<file path="config.mk">
export PLATFORM = sky130hd
export DESIGN_NAME = mwc_sym_ram
export DESIGN_NICKNAME = d
export VERILOG_FILES = /design/src/hdl/mwc_sym_ram.sv
export SDC_FILE = /design/constraint.sdc
export NUM_CORES = 2
export LEC_CHECK = 0
export ABC_AREA = 1
export CAP_MARGIN = 15
export CORE_MARGIN = 3
export CORE_UTILIZATION = 60
export DETAILED_ROUTE_END_ITERATION = 6
export DONT_BUFFER_PORTS = 1
export PLACE_DENSITY = 0.76
export SETUP_SLACK_MARGIN = 0.3
export SKIP_CTS_REPAIR_TIMING = 1
export SLEW_MARGIN = 20
export SYNTH_ARGS = -nofsm -noshare
export SYNTH_HDL_FRONTEND = slang
export SYNTH_SLANG_ARGS = --single-unit
</file>
<file path="constraint.sdc">
create_clock -name i_clk -period 2.8 [get_ports i_clk]
set_input_delay 0.14 -clock i_clk [delete_from_list [all_inputs] [get_ports i_clk]]
set_output_delay 0.14 -clock i_clk [all_outputs]
set_load 0.02 [all_outputs]
</file>
<file path="src/hdl/mwc_sym_ram.sv">
// ----------------------------------------------------------------------------
// mwc_sym_ram
// Per-symbol need/fill/head memory; entries without a valid bit read as zero.
// ----------------------------------------------------------------------------
module mwc_sym_ram #(
    parameter int DEPTH = 128,
    parameter int AW    = 7,
    parameter int DW    = 14
) (
    input  logic          i_clk,
    input  logic          i_rst_n,
    input  logic          i_clear,
    input  logic          i_we,
    input  logic [AW-1:0] i_waddr,
    input  logic [DW-1:0] i_wdata,
    input  logic [AW-1:0] i_raddr,
    output logic [DW-1:0] o_rdata
);

    logic [DW-1:0]    r_mem [DEPTH];
    logic [DEPTH-1:0] r_valid;
    logic [DW-1:0]    r_rdata;
    logic             r_rvalid;

    always_ff @(posedge i_clk) begin
        if (i_we) begin
            r_mem[i_waddr] <= i_wdata;
        end
        r_rdata <= r_mem[i_raddr];
    end

    always_ff @(posedge i_clk) begin
        if (!i_rst_n || i_clear) begin
            r_valid  <= '0;
            r_rvalid <= 1'b0;
        end else begin
            if (i_we) begin
                r_valid[i_waddr] <= 1'b1;
            end
            r_rvalid <= r_valid[i_raddr];
        end
    end

    assign o_rdata = r_rvalid ? r_rdata : '0;

endmodule

</file>
Word level (Yosys, flattened, before mapping)
Memory sizes are Yosys's and may differ from the RTL's. A register that Yosys moved wholly into a read port is not among the register bits. Cells that the tools add are included.

Add/sub/neg operators: 0. Multipliers: 0. Div/mod/pow operators: 0. Order comparisons: 3. Equal/unequal tests: 0. Shifts and indexed selects: 0. Mux-type cells: 7. Bitwise operators: 1. Reductions and logical operators: 3.

Operator list (number): $or A128 B128 Y128 (1); $lt A7 B8 Y1 const B (2); $mux W14 (1); $bmux W1 S7 (1); $demux W1 S7 (1); $ge A7 B1 Y1 const B (1); $mux W1 (4); $logic_and A1 B1 Y1 (1); $logic_not A1 Y1 (1); $logic_or A1 B1 Y1 (1).

Register bits after elaboration: 129. Latch bits: 0. Memory bits (writable): 1792. ROM bits: 0. Output and inout port bits: 14. Memories: 1.

Memory list: r_mem (depth 128, width 14, rd ports 1, clocked after memory_dff 1, write ports 1, RTL line 20) `logic [DW-1:0] r_mem [DEPTH];`.

Depth between registers and ports, before layout
Word-level depth: 5. Gate-level depth with buffers: 15.

Least setup slack after synthesis
No wires, ideal clock.

Kind: input -> register. Start: in i_waddr[1]. End: mem r_mem[111][0], enable pin. Data arrival time: 1.451 ns. Data required time: 2.414 ns. Setup slack: 0.963 ns. Stages on the path: 7. Path buffers: 1. Cells stage by stage: inv_1 nor3_1 inv_1 nor2_1 inv_1 clkbuf_1 nor2_1.

RTL lines: from (decl) (RTL line 14) `input logic [AW-1:0] i_waddr,`; to (decl) (RTL line 20).

Straight into the memory's write port.

==> results by group <==
Layout
  • Ratio of cells with drive above 1 in the final layout: under 10%
  • # nets final: ~6900
  • Non-filler cells, final: ~8700
  • Area of the multi-input gates: between 15000 and 20000 um^2
  • Final Util: between 60% and 70%
  • Area Overhead vs Synth: 11.3%
  • Filler cell count: 8780
  • Reg area: roughly 57000 um^2

GRT
  • Global route overflow: 0
  • Global routing usage on met3: under 10%
  • Largest net degree at the start of global routing: 962
  • Vias in the first global route: 50219
  • First-pass GRT wire length: between 300000 and 400000 um
  • Initial antenna violation count: 4
  • Met1 GRT Util: around 42%
  • M2 GR Usage: a little under half
  • GRT Total Usage: 30.4%
  • GR peak layer: met2

Timing
  • Actual slew at the worst max-slew pin: around 1.7 ns
  • Fin. max-slew vios: 145
  • Final Skew: around 0.019 ns
  • Final Hold Vio Count: 2
  • Max-slew headroom: -14.8%
  • Max Clk Rate: roughly 380 MHz
  • Final cycle utilization of the critical path: between 90% and 100%
  • Setup TNS: 0 ns
  • Setup slack after layout: about 0.16 ns
  • Unrepaired setup endpoints after global routing: no
  • Min Clock Period, post-route: ~2.6 ns
  • Hold WS: -0.0443 ns
  • Finish-stage setup viols: 0

Synthesis
  • Xor and xnor fraction of the mapped netlist area: 0%
  • Synth Area in Simple Gates: 23.7%
  • Ys Warns: 0
  • Syn_nets: about 7000
  • Synth cell types: 19
  • Post-Synth Adder-Cell Area: 0%
  • Netlist Area Pre-Place: a little under 80000 um^2
  • Register area share after synthesis: between 70% and 80%
  • FF+latch count, synth: between 1500 and 2000
  • Post-synthesis cell count: approximately 6800
  • Mux contribution to synthesized area: 0%
  • Post-synthesis compound-gate area fraction: 0.154%
  • Mean area per synthesized cell: roughly 11 um^2
  • Largest family of logic cells by synthesized area: simple AND/OR/NAND/NOR gates

Critical path
  • Slowest cell on the critical path: inv_8
  • Setup CP Type: input port to register
  • Worst EP required: 3.48 ns
  • Most used cell, CP: nand3_1
  • Worst path cell trace: inv_8 -> buf_12 -> buf_4 -> nand3_1 -> nand3_1 -> nand3_1 -> nand3_1 -> a21oi_1 -> o21ai_1 -> nand2_1
  • CP max stage delay: 0.56 ns
  • Crit. End Element: register
  • Startpoint Class: input port
  • Critical path arrival: between 3 and 4 ns
  • Critical Path Fanout Max: 481

Floorplan
  • Core Region: 128000 um^2
  • Starting density of the core: between 60% and 70%
  • Die X: approximately 370 um
  • Die Area: approximately 130000 um^2
  • I/O Pins: between 40 and 50
  • Die span in y: ~370 um
  • Std cell rows: 131

Drt
  • Remaining antenna violation count after routing: 0
  • Routed wire length: approximately 210000 um
  • Initial DRT Pass Iterations: 6
  • Wire per inst: approximately 24 um
  • DR DRC count: 0
  • Initial DRC count: 8922
  • Vias after detailed routing: roughly 54000
  • Vias/cell: ~6.2

Run status
  • Outcome: complete, but fails checks
  • Failing checks: negative hold slack, max-slew violations

Place
  • Placed cell count: ~8300
  • Port bufs: 0
  • Post-DP HPWL: 108000 um
  • Routability Congestion: between 0.8 and 0.9
  • Place WS: 0.148 ns

CTS
  • TritonCTS clock tree: built
  • Num CTS Buffers: around 180
  • Longest Clk Path Bufs: 3
  • Reg clk slew, reported paths: roughly 0.060 ns
  • Max H-tree Level: 4
  • CTS root buffer: clkbuf_16
  • Clk_lat worst skew: 0.81 ns
  • # clock sinks: 1935

Power
  • Leak: about 31 nW
  • Power Density: a little under 700 nW/um^2
  • Final Power: around 59 mW
  • Peak supply drop: between 400 and 500 uV

Flow run
  • Max cap viols: 0

Min path
  • Worst hold path class: input port to register
## stage by stage
stage / instance area, um^2 / hold slack, ns
CTS: 85800 / -0.614
global route: 86500 / 0.000666
global placement: 80100 / 0.253
detailed placement: 80100 / 0.249
floorplan: 77800 / 0.239
finish: 86600 / -0.0443
## worst paths after layout
| check | start | endpoint | slack (ns) | cells after the start |
|---|---|---|---|---|
| setup / recovery | i_raddr[1] | r_rdata[8] | 0.16 | 10 |
| hold / removal | i_raddr[3] | r_rdata[4] | -0.04 | 6 |
| setup reg to reg | r_mem[35][13] | r_rdata[13] | 0.82 | 8 |
| hold reg to reg | r_valid[119] | r_valid[119] | 0.47 | 2 |
## report_power, final
group / total [mW] / switching, mW / internal, mW
registers: 31.7 / 0.0548 / 31.7
logic: 3.44 / 2.50 / 0.940
clock network: 23.7 / 10.4 / 13.2
total: 58.8 / 13.0 / 45.9
## cell usage after synthesis, drive strengths merged
library cell	count	area [um^2]
a21oi	16	80.1
and2	6	37.5
buf	351	1910
clkbuf	93	350
clkinv	2	7.51
dfxtp	143	2860
edfxtp	1792	53800
inv	65	246
nand2	2084	7820
nand3	1793	8970
nor2	423	1590
nor3	9	45.0
o21ai	8	40.0
## layout make-up
cell class | count | area share (%)
tap | 1729 | 2.50
multi-input combinational | 4339 | 21.5
clock inverter | 71 | 0.575
clock buffer | 271 | 6.01
inverter | 67 | 0.332
timing repair buffer | 295 | 3.61
antenna | 2 | 0.00578
sequential | 1935 | 65.5
## critical path, delay by kind of cell
kind	cells	cell delay, ns
AND/OR/NAND/NOR	5	0.72
buffers and inverters	3	1.10
AO/OA/AOI/OAI	2	0.62
## cells by family after synthesis
logic type	after synthesis
AOI/OAI and AO/OA	24
buffers and inverters	511
DFF	1935
and+or+nand+nor	4315
## sequential cells by signal, summed over array words and instances, names as in the netlist
register,cells
r_mem,1792
r_rdata,14
r_rvalid,1
r_valid,128
## layout by cell type, fill, tap and decap left out
cell,Yosys,layout
clkinvlp_4,0,3
nor2_2,0,1
a21oi_1,16,16
inv_4,1,2
dfxtp_2,0,1
nand3_1,1793,1793
inv_1,62,60
nor3_1,9,9
clkbuf_8,0,21
clkinv_2,0,31
clkbuf_16,0,187
and2_1,6,6
inv_16,0,2
inv_6,0,7
dfxtp_1,143,142
o21ai_1,8,8
dlygate4sd3_1,0,21
clkinv_1,2,24
inv_8,0,2
buf_4,51,216
buf_12,0,40
edfxtp_1,1792,1792
buf_16,0,18
nand2_1,2084,2084
clkbuf_1,92,63
bufinv_16,0,4
diode_2,0,2
nor2_1,423,422
inv_2,2,1
clkinv_8,0,2
## layer usage
metal,wire length [um],part of all wire [%],up-vias
li1,-,-,23805
met5,14,0.0067,-
met4,8820,4.2,2
met2,96700,46,3590
met1,77500,37,25904
met3,25500,12,524
(Power assumes the default switching activity.)
